File: src/hw/rtl/ilc_pkg.sv
// Types, constants and helper functions of the locality classifier.
package ilc_pkg;

  localparam int unsigned ENTRIES_DEF = 256;

  localparam logic [31:0] LOOP_HOST  = 32'h7f00_0001;
  localparam logic [31:0] MASK_8     = 32'hff00_0000;
  localparam logic [31:0] NET_LOOP   = 32'h7f00_0000;
  localparam logic [31:0] NET_10     = 32'h0a00_0000;
  localparam logic [31:0] MASK_12    = 32'hfff0_0000;
  localparam logic [31:0] NET_172    = 32'hac10_0000;
  localparam logic [31:0] NEAR_MASK  = 32'hffff_0000;
  localparam logic [31:0] NET_192    = 32'hc0a8_0000;

  typedef enum logic [1:0] {
    OP_CLEAR    = 2'd0,
    OP_APPEND   = 2'd1,
    OP_CLASSIFY = 2'd2,
    OP_NONE     = 2'd3
  } op_t;

  typedef enum logic [1:0] {
    DIST_OURSELVES = 2'd0,
    DIST_LAN       = 2'd1,
    DIST_NEARBY    = 2'd2,
    DIST_FAR       = 2'd3
  } dist_t;

  typedef enum logic [1:0] {
    ST_IDLE,
    ST_SCAN,
    ST_DRAIN,
    ST_DONE
  } state_t;

  typedef struct packed {
    logic [31:0] addr;
    logic [31:0] mask;
  } entry_t;

  typedef struct packed {
    logic clear;
    logic valid;
  } scan_ctl_t;

  typedef struct packed {
    logic exact;
    logic lan;
    logic near;
  } match_t;

  function automatic logic is_loopback(input logic [31:0] a);
    return (a == LOOP_HOST) || ((a & MASK_8) == NET_LOOP);
  endfunction

  function automatic logic is_private(input logic [31:0] a);
    return ((a & MASK_8) == NET_10) || ((a & MASK_12) == NET_172) ||
           ((a & NEAR_MASK) == NET_192);
  endfunction

endpackage

File: src/hw/rtl/ilc_match.sv
// Shared compare unit: checks one entry per cycle and accumulates the hit flags.
module ilc_match (
  input  logic               clk,
  input  logic               rst,
  input  ilc_pkg::scan_ctl_t ctl,
  input  ilc_pkg::entry_t    ent,
  input  logic [31:0]        query,
  output ilc_pkg::match_t    hits
);
  import ilc_pkg::*;

  always_ff @(posedge clk) begin
    if (rst || ctl.clear) begin
      hits <= '0;
    end else if (ctl.valid) begin
      hits.exact <= hits.exact | (ent.addr == query);
      // Masked equality: no bit under the mask differs.
      hits.lan   <= hits.lan | (((query ^ ent.addr) & ent.mask) == 32'd0);
      hits.near  <= hits.near | ((query & NEAR_MASK) == (ent.addr & NEAR_MASK));
    end
  end

endmodule

File: config.mk
export PLATFORM = sky130hd
export DESIGN_NAME = ilc_match
export DESIGN_NICKNAME = d
export VERILOG_FILES = /design/src/hw/rtl/ilc_pkg.sv /design/src/hw/rtl/ilc_match.sv
export SDC_FILE = /design/constraint.sdc
export NUM_CORES = 1
export LEC_CHECK = 0
export ABC_AREA = 0
export BUFFER_PORTS_ARGS = -buffer_cell sky130_fd_sc_hd__buf_2
export CAP_MARGIN = 20
export CORE_UTILIZATION = 30
export DETAILED_ROUTE_END_ITERATION = 12
export GPL_ROUTABILITY_DRIVEN = 0
export HOLD_SLACK_MARGIN = 0.1
export MAX_ROUTING_LAYER = met4
export PLACE_DENSITY = 0.95
export SLEW_MARGIN = 20
export SYNTH_ARGS = -nofsm -noshare
export SYNTH_HDL_FRONTEND = slang
export SYNTH_SLANG_ARGS = --single-unit
export TNS_END_PERCENT = 5
File: constraint.sdc
create_clock -name clk -period 3.9 [get_ports clk]
set_clock_uncertainty 0.05 [all_clocks]
set_input_delay 0.195 -clock clk [delete_from_list [all_inputs] [get_ports clk]]
set_output_delay 0.195 -clock clk [all_outputs]
set_load 0.005 [all_outputs]
==> summary.txt, run 1 <==
Status
  – Status: finished, final reports clean

Layout
  – Top Registers: hits: 3 flops
  – Final #Nets: ~300
  – Synthesis-to-finish area growth: 92.01%
  – Fillcell total: 184
  – Ant. Diodes: 0
  – Largest register by flop count: hits
  – Final non-filler cell total: between 200 and 250
  – Share of cells above drive strength 1: 55.50%
  – Largest register FFs: 3
  – Design area: ~1200 sq um
  – Share of the core filled with cells: 62.18%

Worst hold path
  – Cells on Worst Hold Path: 3
  – Hold Crit Class: input port to flip-flop
  – Hold_sp: ctl[1]
  – Worst Hold Endpoint: hits[0]$_SDFFE_PP0P_

Detailed routing
  – Vias per Instance: 4.725
  – DRC Markers: 0
  – Starting DRC count in detailed routing: 17
  – 1st-pass router iterations: 4
  – Drt wl/cell: 11.69 um
  – Vias: approximately 1000
  – DRT Wirelength: 2548 um
  – Routed Antenna Nets: 0

Yosys
  – Post-synthesis register bit count: 3
  – Async SR Flop Fraction: 0%
  – Mean post-synth cell area: 7.733 sq um
  – Ranking of synthesized cells by area: xor2_1 (31%), xnor2_1 (11%), dfxtp_1 (9.4%)
  – Mapped Nets: 183
  – Yosys top cell area share: 31.38%
  – Seq/Total Area, Yosys: 9.357%
  – Synth Flop Type: dfxtp_1
  – Most common cell in the netlist: xor2_1
  – Cell taking the most area after synthesis: xor2_1
  – Yosys Warn Count: 0
  – Post-synth EDFFs: 0
  – Unique masters post-synth: 24
  – Mapped Cells: between 80 and 90
  – Synthesized cell area: about 640 sq um
  – Top cells by count, synth: xor2_1 (23), xnor2_1 (8), inv_1 (7)

GRT
  – Largest net degree at the start of global routing: 4
  – Vias in the first global route: between 900 and 1000
  – GRT Util Overall: 21.36%
  – First-pass GRT wire length: between 3000 and 4000 um
  – Initial antenna violation count: 0
  – GRT overflow: 0

Timing
  – RSZ-0062 raised after global routing: false
  – Final Hold Fails: 0
  – Final period util: between 40% and 50%
  – FMAX: 526.7 MHz
  – Slew Viols, Final: 0
  – Worst Tran Pin Value: roughly 0.35 ns
  – Rel. slew slack: between 70% and 80%
  – Tmin final: 1.899 ns
  – Final setup vio count: 0
  – TNS Setup: 0 ns

Worst setup path
  – CP Buf/Inv Count: 2
  – Reg2reg end: hits[2]$_SDFFE_PP0P_
  – Startpoint Class: input port
  – Reg2reg setup slack: 2.72 ns
  – CP dominant cell by count: nor4_1
  – CP max stage delay: 0.56 ns
  – CP endpoint kind: flip-flop
  – Worst path required time: 4.02 ns
  – WP data arrival: about 2 ns
  – R2R Path Start: hits[2]$_SDFFE_PP0P_
  – Peak fanout along the critical path: 2
  – Cells on worst reg2reg path: 3
  – Worst-path cell chain: buf_2 > xor2_1 > nor4_1 > nand3_1 > nor4_1 > a21oi_1 > nor3_1 > dlygate4sd3_1
  – Family with the most delay on the worst path: simple AND/OR/NAND/NOR gates
  – Crit path kind: input port to flip-flop
  – Slowest cell on the critical path: dlygate4sd3_1

Floorplan
  – Total core area: 1982 sq um
  – Die area: between 2000 and 2500 sq um
  – I/O pin count: 103
  – Chip height: slightly below 50 um
  – Initial Util: 32.39%
  – # rows: 16
  – Die width: 48.26 um

Placed design
  – Port-buffer cells: 102
  – DP Area: 1186 sq um
  – Dpl hpwl: 2367 um
  – Post-Place Cells: 212

Clock tree
  – Clock Latency Late Sink: 0.23 ns
  – CTS buffer count: 3
  – CTS sink count: 3
  – Clock buffer depth: 2
  – Root Driver: clkbuf_4
  – CTS clock-pin slew for the worst setup and hold paths: about 0.040 ns
  – Htree depth: 1
  – Setup Fix Bufs, Post-CTS: 0
  – CTS tree: built

Power and ir drop
  – Maximum vdd drop: 0.1421 mV
  – Lkg Pwr: 0.6776 nW
  – Total power: 0.2014 mW
  – P per Cell Area: 163.4 nW/um^2

Job
  – Max_cap viols: 0
## logic make-up (layout without fill, tap and decap cells)
family                 count (synthesis)  in the layout  synth area share (%)
flip-flops                             3              3                 9.357
buffers and inverters                  7            115                 4.094
XOR/XNOR                              32             32                 44.83
AO/OA/AOI/OAI                         18             18                 23.20
AND/OR/NAND/NOR                       23             23                 18.52
## per-layer routing
| metal | global-route usage [%] | vias to the layer above | part of all wire (%) | wire [um] |
|---|---|---|---|---|
| li1 | - | 522 | - | - |
| met1 | 19.87 | 441 | 36 | 905 |
| met2 | 44.27 | 65 | 54 | 1380 |
| met3 | 1.481 | 2 | 10 | 254 |
| met4 | 7.222 | 0 | 0.27 | 7 |
| met5 | - | - | 0 | 0 |
## power by group
group	switching, mW	internal [mW]
Sequential	0.000000464	0.0309
Combinational	0.0517	0.0649
Clock	0.0156	0.0383
Total	0.0673	0.134
## cells in the final DEF (no fill, tap or decap), types with 2 or more instances in the layout
cell,Yosys,routed
buf_2,0,102
xor2_1,23,23
xnor2_1,8,8
inv_1,7,7
nor4_1,6,6
nor2_1,5,5
nand4_1,4,4
nand2_1,4,4
a22oi_1,3,3
a22o_1,3,3
clkbuf_4,0,3
dfxtp_1,3,3
a221oi_1,2,2
o2111ai_1,2,2
nor2b_1,2,2
dlygate4sd3_1,0,2
## per-stage QoR
stage,setup WS (ns),hold WS (ns)
global placement,2.258,0.3278
finish,2.001,0.2218
floorplan,2.490,0.2218
detailed placement,2.197,0.3349
global route,1.817,0.2395
CTS,1.974,0.2019
## tightest hold or removal path, cell delays in order
cell and delay [ns]:
buf_2 0.09, nor2_1 0.07, o21a_1 0.10
## worst max-delay path by stage
stage / from / to / slack [ns] / cells past startpoint
6_report: ent[57] / hits[2]$_SDFFE_PP0P_ / 2.00 / 8
5_1_grt: ent[53] / hits[2]$_SDFFE_PP0P_ / 1.82 / 8
4_1_cts: ent[53] / hits[2]$_SDFFE_PP0P_ / 1.97 / 8
3_5_place_dp: ent[41] / hits[1]$_SDFFE_PP0P_ / 2.20 / 7
3_3_place_gp: ent[41] / hits[1]$_SDFFE_PP0P_ / 2.26 / 7
2_1_floorplan: ent[47] / hits[1]$_SDFFE_PP0P_ / 2.49 / 6
## layout make-up
| class | instances | area [sq um] | share of cell area, % |
|---|---|---|---|
| multi-input cells | 73 | 555.5 | 45.08 |
| repair buffers | 104 | 530.5 | 43.05 |
| flip-flops and latches | 3 | 60.06 | 4.873 |
| well taps | 27 | 33.78 | 2.741 |
| clock buffers | 4 | 26.28 | 2.132 |
| inverters | 7 | 26.28 | 2.132 |
## timing repair
item	in CTS	in global routing
hold buffers	2	0
setup endpoints to repair	0	0
hold endpoints to repair	1	0
resized for setup	0	0
Power figures use the tool's default switching activity.
==> inputs of run 2 (changes only) <==
CORE_ASPECT_RATIO = 0.6   (was unset)
CORE_UTILIZATION = 25   (was 30)
PLACE_DENSITY = 0.85   (was 0.95)
clock period = 1.69 ns   (was 3.9 ns; I/O delays follow)
==> run 2 against run 1 <==
Flip-flop and latch count unchanged. Sequential share of layout area fell by 0.087 points. Register-to-register slack got worse by 1.7 ns. Non-clock buffer count did not move. Hold slack worse by 0.015 ns. Die area increased by 19%. Critical endpoint is now hits[1]$_SDFFE_PP0P_. Critical path type unchanged. Wire length up 4.3%. Combinational power is 130% higher. Largest cell class unchanged. Highest routed layer unchanged. Largest power group unchanged. First-iteration DRC count rose by 71%. Via count is 0.49% higher.
==> summary.txt, run 2 (synthesized netlist as in run 1, its figures left out) <==
Status
  – Status: finished, final reports clean

Clock tree
  – CTS tree: built
  – Clock Latency Late Sink: 0.21 ns (-0.02 ns)
  – Setup Fix Bufs, Post-CTS: 0 (unchanged)
  – Htree depth: 1 (unchanged)
  – CTS clock-pin slew for the worst setup and hold paths: 0.03 ns (about the same)
  – Root Driver: clkbuf_8
  – Post-cts sizing count: 0 (unchanged)
  – Clock buffer depth: 2 (unchanged)
  – CTS sink count: 3 (unchanged)
  – CTS buffer count: 3 (unchanged)

Floorplan
  – # rows: 13 (-3)
  – Initial Util: 27.99% (-4.4 points)
  – Die area: 2781 sq um (+19%)
  – Die width: 67.42 um (+40%)
  – Total core area: 2293 sq um (+16%)
  – I/O pin count: 103 (unchanged)
  – Chip height: 41.25 um (-15%)

Timing
  – Worst Tran Pin Value: 0.3569 ns (+0.008242 ns)
  – Tmin final: 1.368 ns
  – Final setup vio count: 0 (unchanged)
  – TNS Setup: 0 ns (unchanged)
  – RSZ-0062 raised after global routing: false
  – Final Hold Fails: 0 (unchanged)
  – Final period util: 80.96%
  – FMAX: between 700 and 800 MHz
  – Rel. slew slack: 75.99% (-0.55 points)
  – Fin Hold WS: 0.2065 ns (-0.01534 ns)
  – Slew Viols, Final: 0 (unchanged)

Layout
  – Most common cell after layout, fill and taps aside: buf_2
  – Final #Nets: 292 (unchanged)
  – Fillcell total: 213 (+16%)
  – Synthesis-to-finish area growth: 95.52%
  – Multi-input gate area: 555.5 sq um (unchanged)
  – Sequential Area: 60.06 sq um (unchanged)
  – Largest register by flop count: hits
  – Share of the core filled with cells: 54.72% (-7.5 points)
  – Most frequent cells in the layout: buf_2 (102), xor2_1 (23), xnor2_1 (8)
  – Final non-filler cell total: 221 (+1.4%)
  – Top Registers: hits: 3 flops
  – Largest register FFs: 3 (unchanged)
  – Ant. Diodes: 0 (unchanged)
  – Share of cells above drive strength 1: 55.50% (unchanged)

Worst setup path
  – Startpoint Class: input port
  – Worst-path cell chain: buf_2 > xor2_1 > a22o_1 > a221oi_1 > o2111ai_1 > nor4_1 > a22o_1
  – Worst path required time: 1.79 ns (-2.23 ns)
  – Cells on worst reg2reg path: 2 (-1)
  – Peak fanout along the critical path: 2 (unchanged)
  – Crit path kind: input port to flip-flop
  – Reg2reg setup slack: 1.00 ns (-1.72 ns)
  – CP max stage delay: 0.31 ns (-0.25 ns)
  – CP dominant cell by count: a22o_1
  – Slowest cell on the critical path: nor4_1
  – WP data arrival: 1.47 ns (-0.55 ns)
  – CP endpoint kind: flip-flop
  – Reg2reg end: hits[2]$_SDFFE_PP0P_
  – R2R Path Start: hits[2]$_SDFFE_PP0P_

Detailed routing
  – Routed Antenna Nets: 0 (unchanged)
  – Drt wl/cell: 12.02 um (+2.9%)
  – DRC Markers: 0 (unchanged)
  – Vias: 1035 (+0.49%)
  – DRT Wirelength: 2657 um (+4.3%)
  – Starting DRC count in detailed routing: 29 (+12)
  – Vias per Instance: 4.683 (-0.88%)
  – 1st-pass router iterations: 4 (unchanged)

Worst hold path
  – Hold_sp: ent[6]
  – Hold Crit Class: input port to flip-flop
  – Cells on Worst Hold Path: 3 (unchanged)
  – Worst Hold Endpoint: hits[1]$_SDFFE_PP0P_

GRT
  – First-pass GRT wire length: 3677 um (+10%)
  – GRT Util Overall: 19.37% (-2.0 points)
  – Initial antenna violation count: 0 (unchanged)
  – GRT overflow: 0 (unchanged)
  – Vias in the first global route: 898 (-3.5%)
  – Largest net degree at the start of global routing: 4 (unchanged)

Placed design
  – Post-Place Cells: 215 (+1.4%)
  – Port-buffer cells: 102 (unchanged)
  – Dpl hpwl: 2426 um (+2.5%)

Power and ir drop
  – Maximum vdd drop: 0.2498 mV (+76%)
  – P per Cell Area: 439.5 nW/um^2 (+170%)
  – Total power: 0.5516 mW (+170%)
  – Lkg Pwr: 0.6825 nW (+0.73%)

Job
  – Max_cap viols: 0 (unchanged)
run 2: per-stage QoR:
| step | setup slack, ns | area, sq um |
|---|---|---|
| 6_report | 0.3217 | 1255 |
| 2_1_floorplan | 0.3900 | 641.9 |
| 3_3_place_gp | 0.1525 | 1190 |
| 4_1_cts | 0.3247 | 1255 |
| 3_5_place_dp | 0.1132 | 1190 |
| 5_1_grt | 0.1351 | 1255 |
run 2: layer usage:
layer  vias to the layer above  part of all wire, %  track usage (%)
met4                         0                 0.87            6.383
met3                         2                  7.2            1.389
li1                        522                    -                -
met1                       452                   44            22.81
met5                         -                    0                -
met2                        59                   48            36.25
run 2: worst max-delay path by stage:
stage / startpoint / end / slack, ns / cells past startpoint
final: ent[41] / hits[1]$_SDFFE_PP0P_ / 0.32 / 7
after global routing: ent[53] / hits[2]$_SDFFE_PP0P_ / 0.14 / 7
after CTS: ent[53] / hits[2]$_SDFFE_PP0P_ / 0.32 / 7
after detailed placement: ent[41] / hits[1]$_SDFFE_PP0P_ / 0.11 / 7
after global placement: ent[41] / hits[1]$_SDFFE_PP0P_ / 0.15 / 7
after floorplan: ent[47] / hits[1]$_SDFFE_PP0P_ / 0.39 / 6
run 2: layout make-up:
type | count | share of cell area, %
repair buffers | 104 | 42.27
clock buffers | 4 | 3.589
inverters | 7 | 2.094
multi-input cells | 73 | 44.27
flip-flops and latches | 3 | 4.786
well taps | 30 | 2.991
run 2: critical path, delay by kind of cell:
| kind | cells | cell delay, ns |
|---|---|---|
| compound gates | 4 | 0.81 |
| simple gates | 1 | 0.31 |
| xor+xnor | 1 | 0.17 |
| buf+inv | 1 | 0.10 |
run 2: repair_timing:
item,in CTS,in global routing
endpoints found under the hold margin,1,0
hold buffers,2,0
setup endpoints to repair,0,0
run 2: report_power, final:
group,total (mW),internal [mW],switching [mW]
logic,0.273,0.151,0.122
registers,0.0713,0.0713,0.00000102
clock network,0.207,0.161,0.0461
